==> src/sv/mwgp_ram.sv <==
// Generic single-write, single-read synchronous RAM with a registered read.
// No dependencies; used for the grid store and the move stack.
module mwgp_ram #(
  parameter int WIDTH = 8,
  parameter int DEPTH = 16
) (
  input  logic                             clk,
  input  logic                             we,
  input  logic [$clog2(DEPTH)-1:0]         waddr,
  input  logic [WIDTH-1:0]                 wdata,
  input  logic [$clog2(DEPTH)-1:0]         raddr,
  output logic [WIDTH-1:0]                 rdata
);

  logic [WIDTH-1:0] mem [DEPTH];

  always_ff @(posedge clk) begin
    if (we) begin
      mem[waddr] <= wdata;
    end
    rdata <= mem[raddr];
  end

endmodule

==> config.mk <==
export PLATFORM = sky130hd
export DESIGN_NAME = mwgp_ram
export DESIGN_NICKNAME = d
export VERILOG_FILES = /design/src/sv/mwgp_ram.sv
export SDC_FILE = /design/constraint.sdc
export NUM_CORES = 1
export LEC_CHECK = 0
export ABC_AREA = 1
export CAP_MARGIN = 20
export CORE_ASPECT_RATIO = 0.6
export CORE_MARGIN = 4
export CORE_UTILIZATION = 46
export CTS_CLUSTER_SIZE = 10
export DETAILED_ROUTE_END_ITERATION = 10
export DONT_BUFFER_PORTS = 1
export PLACE_DENSITY = 0.67
export RECOVER_POWER = 25
export SLEW_MARGIN = 20
export SYNTH_ARGS = -nofsm -noshare
export SYNTH_HDL_FRONTEND = slang
export SYNTH_SLANG_ARGS = --single-unit
==> constraint.sdc <==
create_clock -name clk -period 1.45 [get_ports clk]
set_input_delay 0.145 -clock clk [delete_from_list [all_inputs] [get_ports clk]]
set_output_delay 0.145 -clock clk [all_outputs]
set_load 0.02 [all_outputs]
After elaboration in Yosys (flattened, before gate mapping)
Memory sizes are Yosys's and may differ from the RTL's. A register that Yosys moved wholly into a read port is not among the register bits.
Index checks and enable logic that the tools add are counted.

word-level totals
  register bits = 0
  memory bits (writable) = 128
  input port bits = 18
  output and inout port bits = 8
  word-level logic and storage cells = 3
  memories kept = 1

memories
  name  words  width  read ports  clocked after Yosys merged registers in  wr ports  line  source
  mem   16     8      1           1                                        1         15    logic [WIDTH-1:0] mem [DEPTH];

cells by class
  muxes and demuxes = 2

operators by type and width
  kind     number
  $mux W1  2

Longest topological paths before layout
Gate-level depths: netlist (run 1).

  depth in word-level cells = 2
  mapped depth = 8
  mapped depth without buffers = 7

Worst setup path before layout (run 1)
No wires, ideal clock.

  path kind = in2reg
  start = in waddr[2]
  end = mem mem[10][0] (enable)
  library setup time = 0.370 ns
  arrival time = 0.726 ns
  data required time = 1.080 ns
  setup slack = 0.354 ns
  cell stages on the path = 2
  buffers on the path = 0
  cell sequence = nand3b_1 nor2_1

RTL lines
  what                line  source
  start: declaration  9     input logic [$clog2(DEPTH)-1:0] waddr,
  end: declaration    15

No word-level cell before the write port.

==> run summary, run 1 <==
fin crit share: 80.3%
area leader, netlist: edfxtp_1
Worst-Margin Slew: 0.827 ns
fmax: 859 MHz
Cells after Synth: 551
H-tree depth: 4
CTS Root Cell: clkbuf_16
Reg2Reg Setup Slack: 0.34 ns
yosys warns: 0
top post-synthesis cells by area: edfxtp_1 67%, nand2_1 11%, nand3_1 8.4%, inv_1 6.5%, dfxtp_1 2.8%
fin util: 55.0%
Synth top cells by count: 173 x nand2_1, 128 x edfxtp_1, 100 x inv_1, 97 x nand3_1, 17 x nor2_1
Num CTS Buffers: 17
Setup TNS: 0 ns
number of port buffers: 0
CP max FO: 14
Critical Path Start: raddr[2]
antenna violations before repair: 1
Leak: 2.84 nW
pin count of the biggest net entering global routing: 66
worst skew pair latency: 0.41 ns
fill count: 1037
setup bufs post-CTS: 0
synthesis-stage register bit count: 136
sequential element share of the synthesized area: 69.4%
Synth cell types: 12
number of setup violations in the final report: 0
Min-Delay Path Class: input pin to register
Setup Skew: 0.00458 ns
Syn Std Cell Area: 0.00577 mm2
RD Place Congestion: 0.825
WL/cell: 18.0 um
number of synthesized flops with an enable pin: 128
Crit. End Element: register
Worst Path Class, Setup: input pin to register
remaining global-route overflow: 0
CTS tree: done
Max Transition Viols Final: 0
Core Footprint: 0.0121 mm2
num rows: 31
Final Critical Period: 1.16 ns
Via density: 5.13
Register Area: 0.00400 mm2
first-pass GRT wire length: 20900 um
Total Routing Usage GR: 19.8%
die footprint: 0.0145 mm2
vias: 3867
Detailed Route WL: 13500 um
R2R Path Start: mem[0][5]
Hold Crit Start: raddr[2]
Die W: 153 um
# Max-Cap Violations: 0
Initial Utilization: 47.5%
Max-slew headroom: 44.7%
status: complete, no violations
Area growth syn-to-layout: 15.7%
worst hold margin: 0.0294 ns
area share of the largest cell type after synthesis: 66.7%
pwr dens: 1400 mW/mm2
RSZ-0062 raised after global routing: false
drt pass-1 iters: 5
Setup WS pre-CTS: 0.294 ns
final-stage net count: 593
Hold Fails Final Rpt: 0
Synth async-reset ratio: 0%
area occupied by multi-input gates: 0.00121 mm2
Post-Synthesis Mean Instance Area: 10.5 um2
Setup crit start kind: input pin
IO Pins: 26
antenna viol nets, final: 0
clock slew at reported path FFs: 0.06 ns
Die Height: 94.7 um
DRT iter0 DRCs: 367
layout cells sized above 1: 6.80%
Worst VDD drop: 0.824 mV
CTS Buffer Depth: 2
Data required, critical path: 1.74 ns
worst setup margin: 0.285 ns
syn nets: 569
# DRC: 0
CP arrival: 1.46 ns
most frequent cell after synthesis: nand2_1
Post-synth top flop: edfxtp_1
DP HPWL: 8290 um
CTS sink count: 136
vias in the first global route: 3581
-- timing repair --
item	CTS	global route
resized for setup	0	0
hold endpoints to repair	136	0
hold buffers	11	0
-- critical path: stages --
cell	delay, ns
dlygate4sd3_1	0.95
nand3_1	0.17
nand3_1	0.11
nand2_1	0.08
-- cell type report --
cell class | count | area share, %
Timing Repair Buffer | 29 | 3.49
Tap cell | 165 | 3.09
Clock inverter | 3 | 0.244
Clock buffer | 29 | 9.22
Antenna cell | 1 | 0.0375
Multi-Input combinational cell | 289 | 18.2
Sequential cell | 136 | 60.0
Inverter | 102 | 5.74
-- metal layers --
layer	wire, um	GRT usage (%)	up-vias
met2	5590	27.8	163
met5	0	0	-
met4	288	8.60	0
met1	6390	27.8	1857
li1	-	-	1825
met3	1270	7.10	22
-- cells by family (layout without fill, tap and decap cells) --
kind of cell / Yosys count / count (layout) / share of synthesized area [%]
buf+inv: 126 / 163 / 9.52
simple gates: 289 / 289 / 21.0
flops: 136 / 136 / 69.4
other cells: 0 / 1 / 0
-- placed cells by master, fill, tap and decap left out, types with 8 or more instances in the layout --
cell | Yosys | routed
dfxtp_1 | 8 | 8
inv_1 | 100 | 100
clkbuf_16 | 0 | 21
nand3_1 | 97 | 97
nand2_1 | 173 | 173
edfxtp_1 | 128 | 128
nor2_1 | 17 | 17
clkbuf_1 | 0 | 12
dlygate4sd3_1 | 0 | 11
-- registers in the layout (all words and copies together), names as in the netlist --
signal and count:
mem 128, rdata 8
-- power by group --
| part | switching, W | internal (W) |
|---|---|---|
| sequential | 0.0000644 | 0.00440 |
| clock | 0.00153 | 0.00287 |
| combinational | 0.000321 | 0.000139 |
-- metrics by stage --
stage	power, W	cells	cell area (um2)
global placement	0.00489	710	5970
global route	0.00965	753	6670
detailed placement	0.00490	710	5970
floorplan	0.00484	551	5770
CTS	0.00937	753	6710
finish	0.00933	754	6670
-- path summary, 6_finish.rpt --
| path | endpoint | cells after the start |
|---|---|---|
| setup / recovery | rdata[0] | 4 |
| hold / removal | rdata[3] | 3 |
| setup reg to reg | rdata[5] | 6 |
| hold reg to reg | rdata[1] | 6 |
Power figures use the tool's default switching activity.
==> run 2: changes to the inputs <==
--- a/config.mk
+++ b/config.mk
@@ -5,7 +5,7 @@
 export SDC_FILE = /design/constraint.sdc
 export NUM_CORES = 1
 export LEC_CHECK = 0
-export ABC_AREA = 1
+export ABC_AREA = 0
 export CAP_MARGIN = 20
 export CORE_ASPECT_RATIO = 0.6
 export CORE_MARGIN = 4
@@ -13,7 +13,7 @@
 export CTS_CLUSTER_SIZE = 10
 export DETAILED_ROUTE_END_ITERATION = 10
 export DONT_BUFFER_PORTS = 1
-export PLACE_DENSITY = 0.67
+export PLACE_DENSITY = 0.69
 export RECOVER_POWER = 25
 export SLEW_MARGIN = 20
 export SYNTH_ARGS = -nofsm -noshare
==> constraint.sdc (replaced) <==
create_clock -name clk -period 1 [get_ports clk]
set_input_delay 0.1 -clock clk [delete_from_list [all_inputs] [get_ports clk]]
set_output_delay 0.1 -clock clk [all_outputs]
set_load 0.02 [all_outputs]
==> run summary, run 2 <==
Total Routing Usage GR: 16.2% (-3.6 points)
CTS Root Cell: clkbuf_16
DP HPWL: 6060 um (-27%)
Cells after Synth: 229 (-58%)
CP max FO: 1 (-13)
Synth top cells by count: 128 x edfxtp_1, 18 x mux4_2, 16 x a22oi_1, 14 x mux4_1, 13 x nor2_1
antenna viol nets, final: 0 (unchanged)
fill count: 765 (-26%)
Final Critical Period: 1.24 ns
Post-Synthesis Mean Instance Area: 22.5 um2 (+110%)
Die Height: 89.9 um (-5.1%)
most frequent cell after synthesis: edfxtp_1
Ant. Diodes: 0 (-1)
WL/cell: 23.0 um (+28%)
Crit. End Element: register
top post-synthesis cells by area: edfxtp_1 75%, mux4_2 7.9%, mux4_1 7.1%, dfxtp_1 3.1%, a22oi_1 2.3%
Worst-Margin Slew: 0.935 ns (+0.108 ns)
worst setup margin: -0.244 ns (-0.530 ns)
Setup crit start kind: register
Core Footprint: 0.0107 mm2 (-12%)
setup bufs post-CTS: 0 (unchanged)
number of setup violations in the final report: 8 (+8)
sequential element share of the synthesized area: 77.8% (+8.4 points)
Data required, critical path: 1.29 ns (-0.45 ns)
fmax: 804 MHz
pin count of the biggest net entering global routing: 33 (-50%)
R2R Path End: rdata[5]
Hold Crit Start: raddr[1]
worst skew pair latency: 0.41 ns (about the same)
CTS Buffer Depth: 2 (unchanged)
Detailed Route WL: 9640 um (-29%)
drt pass-1 iters: 5 (unchanged)
synthesis-stage register bit count: 136 (unchanged)
Reg2Reg Setup Slack: -0.24 ns (-0.58 ns)
Worst R2R Path Depth: 3 (-3)
Setup Skew: 0.00605 ns (+0.00147 ns)
Worst VDD drop: 1.27 mV (+54%)
Max Transition Viols Final: 0 (unchanged)
syn nets: 247 (-57%)
Max-slew headroom: 37.4% (-7.2 points)
# Max-Cap Violations: 0 (unchanged)
final-stage net count: 286 (-52%)
most frequent cells in the layout: 128 x edfxtp_1, 32 x mux4_2, 17 x clkbuf_16, 12 x dlygate4sd3_1, 9 x nand2_1
clock slew at reported path FFs: 0.06 ns (about the same)
number of port buffers: 0 (unchanged)
fin util: 58.9% (+3.9 points)
area leader, netlist: edfxtp_1
max reg flops: 128 (unchanged)
largest reg by FF count: mem
Initial Utilization: 47.9% (+0.43 points)
Syn Std Cell Area: 0.00515 mm2 (-11%)
area share of the largest cell type after synthesis: 74.7% (+8.0 points)
Final Cell Area: 0.00632 mm2 (-5.3%)
Synth async-reset ratio: 0% (unchanged)
pwr dens: 2270 mW/mm2 (+62%)
Synth cell types: 19 (+7)
hold endpoint: rdata[1]
fin crit share: 124%
Hold Crit Depth: 3 (unchanged)
vias: 2363 (-39%)
Setup TNS: -1.81 ns (-1.81 ns)
RD Place Congestion: 0.720 (-13%)
# DRC: 0 (unchanged)
R2R Path Start: mem[11][5]
remaining global-route overflow: 0 (unchanged)
antenna violations before repair: 0 (-1)
H-tree depth: 4 (unchanged)
placement-stage cell area: 0.00558 mm2 (-6.5%)
failing checks: hold timing, setup timing
first-pass GRT wire length: 14900 um (-29%)
vias in the first global route: 2484 (-31%)
layout cells sized above 1: 33.8% (+27 points)
Area growth syn-to-layout: 22.8%
Num CTS Buffers: 17 (unchanged)
Die W: 145 um (-5.2%)
CTS tree: done
Leak: 2.03 nW (-28%)
number of synthesized flops with an enable pin: 128 (unchanged)
Post-synth top flop: edfxtp_1
IO Pins: 26 (unchanged)
CTS sink count: 136 (unchanged)
CP arrival: 1.54 ns (+0.08 ns)
commonest non-fill, non-tap cell in the layout: edfxtp_1
RSZ-0062 raised after global routing: true
status: finished, violations left
DRT iter0 DRCs: 172 (-53%)
worst hold margin: -0.00541 ns (-0.0348 ns)
Via density: 5.63 (+9.7%)
Min-Delay Path Class: input pin to register
Hold Fails Final Rpt: 1 (+1)
biggest regs: mem (128), rdata (8)
yosys warns: 0 (unchanged)
num rows: 29 (-6.5%)
die footprint: 0.0130 mm2 (-10%)
Worst Path Class, Setup: register to register
-- run 2: cell count changes in the layout (fill, tap and decap cells not counted), moves of 5 or more --
| cell | delta |
|---|---|
| a22oi_1 | +8 |
| a22oi_2 | +8 |
| buf_12 | +6 |
| buf_4 | -5 |
| bufinv_16 | +7 |
| inv_1 | -100 |
| mux4_2 | +32 |
| nand2_1 | -164 |
| nand3_1 | -96 |
| nor2_1 | -10 |
-- run 2: worst max-delay path by stage --
stage | to | startpoint | cells past startpoint | slack, ns
global route | rdata[6] | mem[11][6] | 3 | -0.31
finish | rdata[5] | mem[11][5] | 3 | -0.24
floorplan | mem[0][0] | waddr[2] | 2 | -0.20
CTS | rdata[6] | mem[11][6] | 3 | -0.26
global placement | rdata[5] | mem[11][5] | 3 | -0.22
detailed placement | rdata[5] | mem[10][5] | 3 | -0.29
-- run 2: cell type report --
| cell class | instances | area, um2 | area share, % |
|---|---|---|---|
| clock buffers | 21 | 470 | 7.44 |
| clock inverters | 11 | 240 | 3.80 |
| multi-input cells | 83 | 1110 | 17.5 |
| flip-flops and latches | 136 | 4010 | 63.4 |
| well taps | 139 | 174 | 2.75 |
| repair buffers | 30 | 324 | 5.13 |
-- run 2: kinds of logic (layout without fill, tap and decap cells) --
logic type | Yosys count | in the layout | synth area share, %
AO/OA/AOI/OAI | 16 | 16 | 2.33
flip-flops | 136 | 136 | 77.8
buffers and inverters | 10 | 62 | 1.68
AND/OR/NAND/NOR | 35 | 35 | 3.18
multiplexers | 32 | 32 | 15.0
-- run 2: worst max-delay path: stages, from the launching register on --
cell	delay, ns
edfxtp_1	0.37
mux4_2	0.50
a22oi_2	0.17
nand2_1	0.08
-- run 2: metal layers --
layer | up-vias | global-route usage [%] | share of wire [%]
met5 | - | 0 | 0
li1 | 1043 | - | -
met2 | 84 | 21.5 | 45
met3 | 7 | 7.32 | 9.9
met1 | 1229 | 24.3 | 45
met4 | 0 | 4.66 | 0.64
-- run 2: per-stage QoR --
step	setup slack, ns	total power [W]	instances
floorplan	-0.203	0.00694	229
global placement	-0.220	0.00698	376
detailed placement	-0.293	0.00699	376
CTS	-0.258	0.0144	417
global route	-0.305	0.0148	420
finish	-0.244	0.0143	420
-- run 2: timing repair --
item | in CTS | in global routing
gates resized for setup | 3 | 8
pin swaps | 1 | 2
hold buffers | 9 | 3
endpoints found under the setup margin | 11 | 11
endpoints found under the hold margin | 135 | 4
cloned | 0 | 0
-- run 2: where the power goes --
group          switching, W  total (W)  internal (W)
sequential        0.0000962    0.00648       0.00638
combinational      0.000247   0.000503      0.000257
clock               0.00221    0.00735       0.00513
total               0.00256     0.0143        0.0118
