--- src/sv/mwgp_pkg.sv ---
// Shared types, widths and codes for the max-weight monotone grid path block.
// Used by every module of the block but mwgp_ram, and by its checker; depends on nothing.
package mwgp_pkg;

  localparam int MAX_ROWS    = 32;
  localparam int MAX_COLS    = 32;
  localparam int WGT_W       = 16;
  localparam int SUM_W       = 22;
  localparam int DIM_W       = 6;
  localparam int CFG_IDX_W   = 1;
  localparam int STORE_DEPTH = MAX_ROWS * MAX_COLS;
  localparam int ADDR_W      = (STORE_DEPTH > 1) ? $clog2(STORE_DEPTH) : 1;
  localparam int CNT_W       = $clog2(STORE_DEPTH + 1);
  localparam int ROW_W       = (MAX_ROWS > 1) ? $clog2(MAX_ROWS) : 1;
  localparam int COL_W       = (MAX_COLS > 1) ? $clog2(MAX_COLS) : 1;
  localparam int STACK_DEPTH = MAX_ROWS + MAX_COLS - 1;
  localparam int STACK_AW    = (STACK_DEPTH > 1) ? $clog2(STACK_DEPTH) : 1;
  localparam int MCNT_W      = $clog2(STACK_DEPTH + 1);

  // Configuration register indexes.
  localparam logic [CFG_IDX_W-1:0] CFG_GRID_ROWS = 1'b0;
  localparam logic [CFG_IDX_W-1:0] CFG_GRID_COLS = 1'b1;

  // Result kinds and move directions.
  localparam logic RES_SUM    = 1'b0;
  localparam logic RES_MOVE   = 1'b1;
  localparam logic MOVE_UP    = 1'b0;
  localparam logic MOVE_RIGHT = 1'b1;

  typedef logic signed [SUM_W-1:0] sum_t;

  typedef struct packed {
    logic has_below;
    logic has_left;
  } cell_nbr_t;

  // A size of zero acts as one; a size above the maximum acts as the maximum.
  function automatic logic [DIM_W-1:0] clamp_dim(input logic [DIM_W-1:0] v,
                                                 input logic [DIM_W-1:0] maxv);
    logic [DIM_W-1:0] res;
    res = v;
    if (v == '0) begin
      res = DIM_W'(1);
    end else if (v > maxv) begin
      res = maxv;
    end
    return res;
  endfunction

endpackage

--- src/sv/mwgp_cell_upd.sv ---
// Dynamic-programming update of one grid cell: adds the better neighbor sum.
// Depends on mwgp_pkg for the sum type and the neighbor flag struct.
module mwgp_cell_upd import mwgp_pkg::*; (
  input  sum_t      weight,
  input  sum_t      below_sum,
  input  sum_t      left_sum,
  input  cell_nbr_t nbr,
  output sum_t      new_sum,
  output logic      from_below
);

  sum_t pick;

  always_comb begin
    // On a tie the left neighbor wins, so the move into this cell is right.
    from_below = nbr.has_below && (!nbr.has_left || (below_sum > left_sum));
    if (from_below) begin
      pick = below_sum;
    end else if (nbr.has_left) begin
      pick = left_sum;
    end else begin
      pick = '0;
    end
    new_sum = weight + pick;
  end

endmodule

--- config.mk ---
export PLATFORM = sky130hd
export DESIGN_NAME = mwgp_cell_upd
export DESIGN_NICKNAME = d
export VERILOG_FILES = /design/src/sv/mwgp_pkg.sv /design/src/sv/mwgp_cell_upd.sv
export SDC_FILE = /design/constraint.sdc
export NUM_CORES = 1
export LEC_CHECK = 0
export ABC_CLOCK_PERIOD_IN_PS = 13600
export BUFFER_PORTS_ARGS = -buffer_cell sky130_fd_sc_hd__buf_4
export CORE_MARGIN = 2
export CORE_UTILIZATION = 55
export DETAILED_ROUTE_END_ITERATION = 7
export GPL_ROUTABILITY_DRIVEN = 0
export PLACE_DENSITY_LB_ADDON = 0.2
export SLEW_MARGIN = 40
export SYNTH_ARGS = -nofsm -noshare
export SYNTH_HDL_FRONTEND = slang
export SYNTH_SLANG_ARGS = --single-unit
--- constraint.sdc ---
create_clock -name vclk -period 13.6
set_input_delay 3.4 -clock vclk [all_inputs]
set_output_delay 3.4 -clock vclk [all_outputs]
set_load 0.02 [all_outputs]
-- Word-level counts from Yosys, hierarchy flattened
Index checks and enable logic that the tools add are counted.
- register bits after elaboration: 0
- bits of input ports: 68
- output and inout port bits: 23
- logic and storage cells: 7
- $add $sub $neg: 1
- order comparisons: 1
- muxes and demuxes: 2
- reduce and logical (&&, ||, !) cells: 3
- operators with widths (cell ; number):
    two-way mux 22 bit ; 2
    adder 22 bit ; 1
    > comparator 22 bit ; 1
    logical AND 1 bit ; 1
    zero test 1 bit ; 1
    logical OR 1 bit ; 1

-- Logic depth before layout (Yosys ltp)
Gate-level depths: netlist of run 1.
- depth in word-level cells: 5
- depth in mapped cells: 19
- depth with buffers taken out: 18

-- Least setup slack after synthesis of run 1
Ideal clock, no wire load.
- kind: input port to output port
- start: input left_sum[21]
- end: output new_sum[21]
- arrival: 6985 ps
- data required time: 10200 ps
- setup slack: 3215 ps
- stages: 17
- buffers on the path: 1
- cells stage by stage: inv_1 -> ha_1 -> and4_1 -> nor3b_2 -> a32oi_1 -> o21ai_1 -> a21boi_2 -> buf_6 -> mux2i_1 -> ha_1 -> a211oi_1 -> nor2_1 -> o211ai_2 -> nand3_2 -> a2111oi_2 -> o31ai_1 -> xor2_1
- cells in the longest elaborated chain, start to end: 5
- elaborated cells between the ends (all ways): 6
- classes of those cells: add/sub: 1; order compare: 1; mux: 2; reduce/logical: 2
- RTL lines (item ; RTL line ; source):
    from (decl) ; mwgp_cell_upd.sv:6 ; input sum_t left_sum,
    > comparator 22 bit ; mwgp_cell_upd.sv:16 ; from_below = nbr.has_below && (!nbr.has_left || (below_sum > left_sum));
    logical OR 1 bit ; mwgp_cell_upd.sv:16 ;
    logical AND 1 bit ; mwgp_cell_upd.sv:16 ;
    net from_below ; mwgp_cell_upd.sv:9 ; output logic from_below
    two-way mux 22 bit ; mwgp_cell_upd.sv:17 ; if (from_below) begin
    adder 22 bit ; mwgp_cell_upd.sv:24 ; new_sum = weight + pick;
    to (decl) ; mwgp_cell_upd.sv:8 ; output sum_t new_sum,
The timed path passes the listed nets, and every way through them passes these cells.

-- Final worst setup path of run 1
- start: input below_sum[13]
- end: output new_sum[20]
- cells in the longest elaborated chain, start to end: 5
- RTL lines (item ; RTL line ; source):
    from (decl) ; mwgp_cell_upd.sv:5 ; input sum_t below_sum,
    > comparator 22 bit ; mwgp_cell_upd.sv:16 ;
    logical OR 1 bit ; mwgp_cell_upd.sv:16 ;
    logical AND 1 bit ; mwgp_cell_upd.sv:16 ;
    two-way mux 22 bit (*) ; mwgp_cell_upd.sv:17 ;
    adder 22 bit (*) ; mwgp_cell_upd.sv:24 ;
Mark *: on every way between the ends. The rest lies on a longest branch, timed or not.

==> metrics, run 1 <==
sequential cells 0; sequential share of the synthesized area 0%; Initial Util 57.4%; Final Setup Violations 0; Worst setup EP type primary output; Worst slew margin 55.6%; Slew Viols, Final 0; Layout area overhead 34.1%; Die X 65.8 µm; core area 3660 µm²; dpl hpwl 4890 µm; Final Critical Period 11.42 ns; RSZ-0062 raised after global routing no; top-count cell post-synth inv_1; Hold WC Path Type primary input to primary output; synthesized area per cell 6.91 µm²; first-pass GRT wire length 9370 µm; Buf+Inv Stages, Crit Path 3; Clock buffer cells 0; hold buffer count at CTS 0; Flop pwr share 0%; number of global-route vias before repair 2237; family with the most delay on the worst path compound AO/OA/AOI/OAI gates; Initial DRC Count 150; Ys Warns 0; crit path to new_sum[20]; leakage power 1.62 nW; CP peak stage delay 0.55 ns; grt ovf 0; I/O Pins 91; mapped cell area 2100 µm²; critical path required time 10.20 ns; area share of the largest cell type after synthesis 26.2%; Reg area 0 µm²; Max VDD drop 0.0000502 V; Nets 506; CP max FO 13; Routed WL 5520 µm; sw power 0.0918 mW; antenna cells 0; Placed Cells 439; Vias per Instance 5.46; input/output buffers 91; initial antenna violation count 0; Die Span Y 65.8 µm; Hold Vio Cnt, Final 0; Synth top cells by count inv_1 (52), ha_1 (44), nand2_1 (37); CP most frequent cell buf_4; vias 2397; DRT antenna net count 0; power share of the clock group 0%; largest net degree at the start of global routing 28; status complete, no violations; Critical Path Start below_sum[13]; crit start category primary input; crit path kind primary input to primary output; Crit path depth 20; Pint 0.0783 mW; Cell Pwr Density 60.4 nW/µm²; total of max-cap violations 0; critical path's slowest cell a21boi_2; post-cts sizing count 0; FMAX 87.6 MHz; crit path DAT 8.02 ns; Hold Slack 7.13 ns; Yosys top cell by area ha_1; Comb pwr share 100.0%; Cell Count, Final, Fillers Out 439; share of post-route cells with drive strength above 1 26.9%; Synth area leaders ha_1 (26%), mux2i_1 (10%), inv_1 (9.3%), nand2_1 (6.6%), a21oi_1 (4.8%); final core utilization 77.0%; die area 4330 µm²; Tcrit/Tclk final 84.0%; drt pass-1 iters 4; Total Routing Usage GR 25.9%; Syn Nets 417; Tightest Pin Transition 0.662 ns; Post-route DRC 0; Sw Share 54.0%; wire length per cell 12.6 µm; # rows 22; setup TNS 0 ns; number of post-CTS setup repair buffers 0; Post-Synthesis Cells 304; worst path cell trace buf_4, ha_1, nand3_1, nor3_1, o31ai_1, a31oi_1, o21ai_1, a21boi_2, buf_4, mux2i_1, ha_1, fa_1, a21oi_1, o21ai_1, o221ai_2, a211oi_2, nor3_2, nor2_1, o311ai_2, buf_4; Design Power 0.170 mW; post-synthesis cell type count 53
layout by cell type, fill, tap and decap left out, types with 3 or more instances in the layout:
cell,synthesis,layout
buf_4,0,92
a211oi_1,3,3
nor3_1,8,8
ha_1,44,44
inv_1,52,52
a21oi_1,20,20
o21ai_1,4,4
a31oi_1,3,3
and3_1,4,4
a21o_1,6,6
o31ai_1,3,3
nand2_1,37,37
nor2_1,17,17
xor2_1,6,6
nand3_1,11,11
mux2i_1,21,21
xnor2_1,9,9
or3_1,4,4
o21ai_0,8,8
metal layers:
layer / GRT usage [%] / vias up / share of wire, %
met3: 0.681 / 4 / 4.1
met1: 34.3 / 1083 / 45
met5: 0 / - / 0
met2: 48.1 / 61 / 50
li1: - / 1249 / -
met4: 2.08 / 0 / 0.49
cells by family after synthesis:
kind of cell | count (synthesis) | synth area share (%)
buf+inv | 57 | 10.9
fa+ha+maj | 45 | 27.1
mux | 21 | 10.0
xor+xnor | 15 | 6.25
simple gates | 99 | 23.3
compound gates | 67 | 22.4
cell type report:
type	count	area, µm²
Timing Repair Buffer	92	691
Tap cell	48	60.1
Inverter	52	195
Multi-Input combinational cell	247	1870
Fill cell	297	842
metrics by stage:
stage / setup WS [ns] / instance area (µm²)
2_1_floorplan: 3.22 / 2100
3_3_place_gp: 2.35 / 2820
3_5_place_dp: 2.20 / 2820
4_1_cts: 2.18 / 2820
5_1_grt: 1.77 / 2820
6_report: 2.18 / 2820
how the worst min path moves through the flow:
| stage | from | to | depth (start not counted) |
|---|---|---|---|
| 5_1_grt | weight[0] | new_sum[0] | 3 |
| 4_1_cts | weight[0] | new_sum[0] | 3 |
| 6_report | weight[0] | new_sum[0] | 3 |
| 3_3_place_gp | weight[0] | new_sum[0] | 3 |
| 2_1_floorplan | weight[0] | new_sum[0] | 1 |
| 3_5_place_dp | weight[0] | new_sum[0] | 3 |
power by group through the flow:
stage,Clock (mW),Combinational (mW),Sequential [mW]
after floorplan,0,0.109,0
after global placement,0,0.167,0
after detailed placement,0,0.170,0
after CTS,0,0.170,0
after global routing,0,0.186,0
final,0,0.170,0
No activity file was read; power rests on OpenSTA's default activity.
==> run 2: changes to the inputs <==
--- a/config.mk
+++ b/config.mk
@@ -5,10 +5,10 @@
 export SDC_FILE = /design/constraint.sdc
 export NUM_CORES = 1
 export LEC_CHECK = 0
-export ABC_CLOCK_PERIOD_IN_PS = 13600
+export ABC_CLOCK_PERIOD_IN_PS = 11100
 export BUFFER_PORTS_ARGS = -buffer_cell sky130_fd_sc_hd__buf_4
 export CORE_MARGIN = 2
-export CORE_UTILIZATION = 55
+export CORE_UTILIZATION = 51
 export DETAILED_ROUTE_END_ITERATION = 7
 export GPL_ROUTABILITY_DRIVEN = 0
 export PLACE_DENSITY_LB_ADDON = 0.2
==> constraint.sdc (replaced) <==
create_clock -name vclk -period 11.1
set_input_delay 2.775 -clock vclk [all_inputs]
set_output_delay 2.775 -clock vclk [all_outputs]
set_load 0.02 [all_outputs]
==> metrics, run 2 (same netlist as run 1, synthesis figures left out) <==
Finished Cell Area 2830 µm² (+0.36%); Buf+Inv Stages, Crit Path 4 (+1); hold buffer count at CTS 0 (unchanged); FMAX 100 MHz; antenna cells 0 (unchanged); post-cts sizing count 0 (unchanged); total of max-cap violations 0 (unchanged); Cell Pwr Density 73.4 nW/µm² (+22%); Routed WL 5360 µm (-2.9%); most frequent cells in the layout buf_4 (92), inv_1 (52), ha_1 (44), nand2_1 (37), mux2i_1 (21); Total Routing Usage GR 22.7% (-3.2 points); Clock buffer cells 0 (unchanged); die area 4650 µm² (+7.4%); vias 2372 (-1.0%); hold endpoint new_sum[0]; Final Setup Violations 0 (unchanged); crit start category primary input; Hold Path Depth 3 (unchanged); Worst Hold Launch weight[0]; sequential cells 0 (unchanged); DRT antenna net count 0 (unchanged); Post-route DRC 0 (unchanged); CP max FO 12 (-1); core area 3970 µm² (+8.5%); final core utilization 71.2% (-5.8 points); family with the most delay on the worst path compound AO/OA/AOI/OAI gates; number of global-route vias before repair 2002 (-11%); wire length per cell 12.2 µm (-3.3%); Layout area overhead 34.6%; Die X 68.2 µm (+3.6%); RSZ-0062 raised after global routing no; Initial DRC Count 120 (-20%); critical path required time 8.33 ns (-1.87 ns); crit path DAT 7.19 ns (-0.83 ns); Hold Vio Cnt, Final 0 (unchanged); Hold WC Path Type primary input to primary output; dpl hpwl 4800 µm (-1.9%); Die Span Y 68.2 µm (+3.6%); Tcrit/Tclk final 89.8%; Worst slew margin 67.2% (+12 points); CP peak stage delay 0.44 ns (-0.11 ns); input/output buffers 91 (unchanged); critical path's slowest cell a21boi_4; grt ovf 0 (unchanged); I/O Pins 91 (unchanged); Nets 506 (unchanged); CP most frequent cell buf_4; leakage power 1.62 nW (+0.31%); Vias per Instance 5.38 (-1.5%); largest net degree at the start of global routing 28 (unchanged); crit path kind primary input to primary output; drt pass-1 iters 5 (+1); Tightest Pin Transition 0.479 ns (-0.183 ns); # rows 23 (+4.5%); Worst setup EP type primary output; Design Power 0.208 mW (+22%); status complete, no violations; Slew Viols, Final 0 (unchanged); initial antenna violation count 0 (unchanged); Reg area 0 µm² (unchanged); Max VDD drop 0.0000362 V (-28%); setup TNS 0 ns (unchanged); share of post-route cells with drive strength above 1 26.9% (unchanged); worst path cell trace buf_4, inv_1, ha_1, nand3_1, nor3_1, o31ai_1, a31oi_1, o21ai_1, a21boi_4, buf_4, mux2i_1, ha_1, fa_1, a21oi_1, o21ai_1, o221ai_2, a211oi_2, nor3_2, nor2_1, o311ai_2, buf_4; first-pass GRT wire length 8420 µm (-10%); most common cell after layout, fill and taps aside buf_4; number of post-CTS setup repair buffers 0 (unchanged); Final Critical Period 9.97 ns; Placed Area 2830 µm² (+0.36%); Initial Util 52.9% (-4.5 points)
[run 2: cell types whose count changed in the layout (fill, tap and decap cells not counted)]
cell,previous run,this run
a21boi_2,1,0
a21boi_4,0,1
[run 2: cell type report]
cell class	count	area [µm²]
Fill cell	355	1140
Inverter	52	195
Multi-Input combinational cell	247	1880
Tap cell	50	62.6
Timing Repair Buffer	92	691
[run 2: how the worst max path moves through the flow]
stage	start	end	slack (ns)	cells after the start
after floorplan	left_sum[21]	new_sum[21]	1.97	17
after global placement	below_sum[13]	new_sum[20]	1.25	20
after detailed placement	below_sum[12]	new_sum[20]	1.15	20
after CTS	left_sum[13]	new_sum[20]	1.14	21
after global routing	left_sum[13]	new_sum[20]	0.81	21
final	left_sum[13]	new_sum[20]	1.13	21
[run 2: per-layer routing]
layer | track usage (%) | part of all wire (%) | vias to the layer above | wire length [µm]
met5 | 0 | 0 | - | 0
met3 | 0.164 | 5.0 | 0 | 267
met1 | 31.9 | 47 | 1063 | 2530
met2 | 40.9 | 48 | 62 | 2570
li1 | - | - | 1247 | -
met4 | 0.500 | 0 | 0 | 0
[run 2: where the power goes]
part           internal [mW]  switching, mW
clock                      0              0
sequential                 0              0
combinational         0.0962          0.111
total                 0.0962          0.111
[run 2: metrics by stage]
| step | instances | hold WS, ns | worst slack [ns] |
|---|---|---|---|
| 2_1_floorplan | 304 | 5.76 | 1.97 |
| 3_3_place_gp | 441 | 5.87 | 1.25 |
| 3_5_place_dp | 441 | 5.87 | 1.15 |
| 4_1_cts | 441 | 5.87 | 1.14 |
| 5_1_grt | 441 | 5.89 | 0.807 |
| 6_report | 441 | 5.87 | 1.13 |
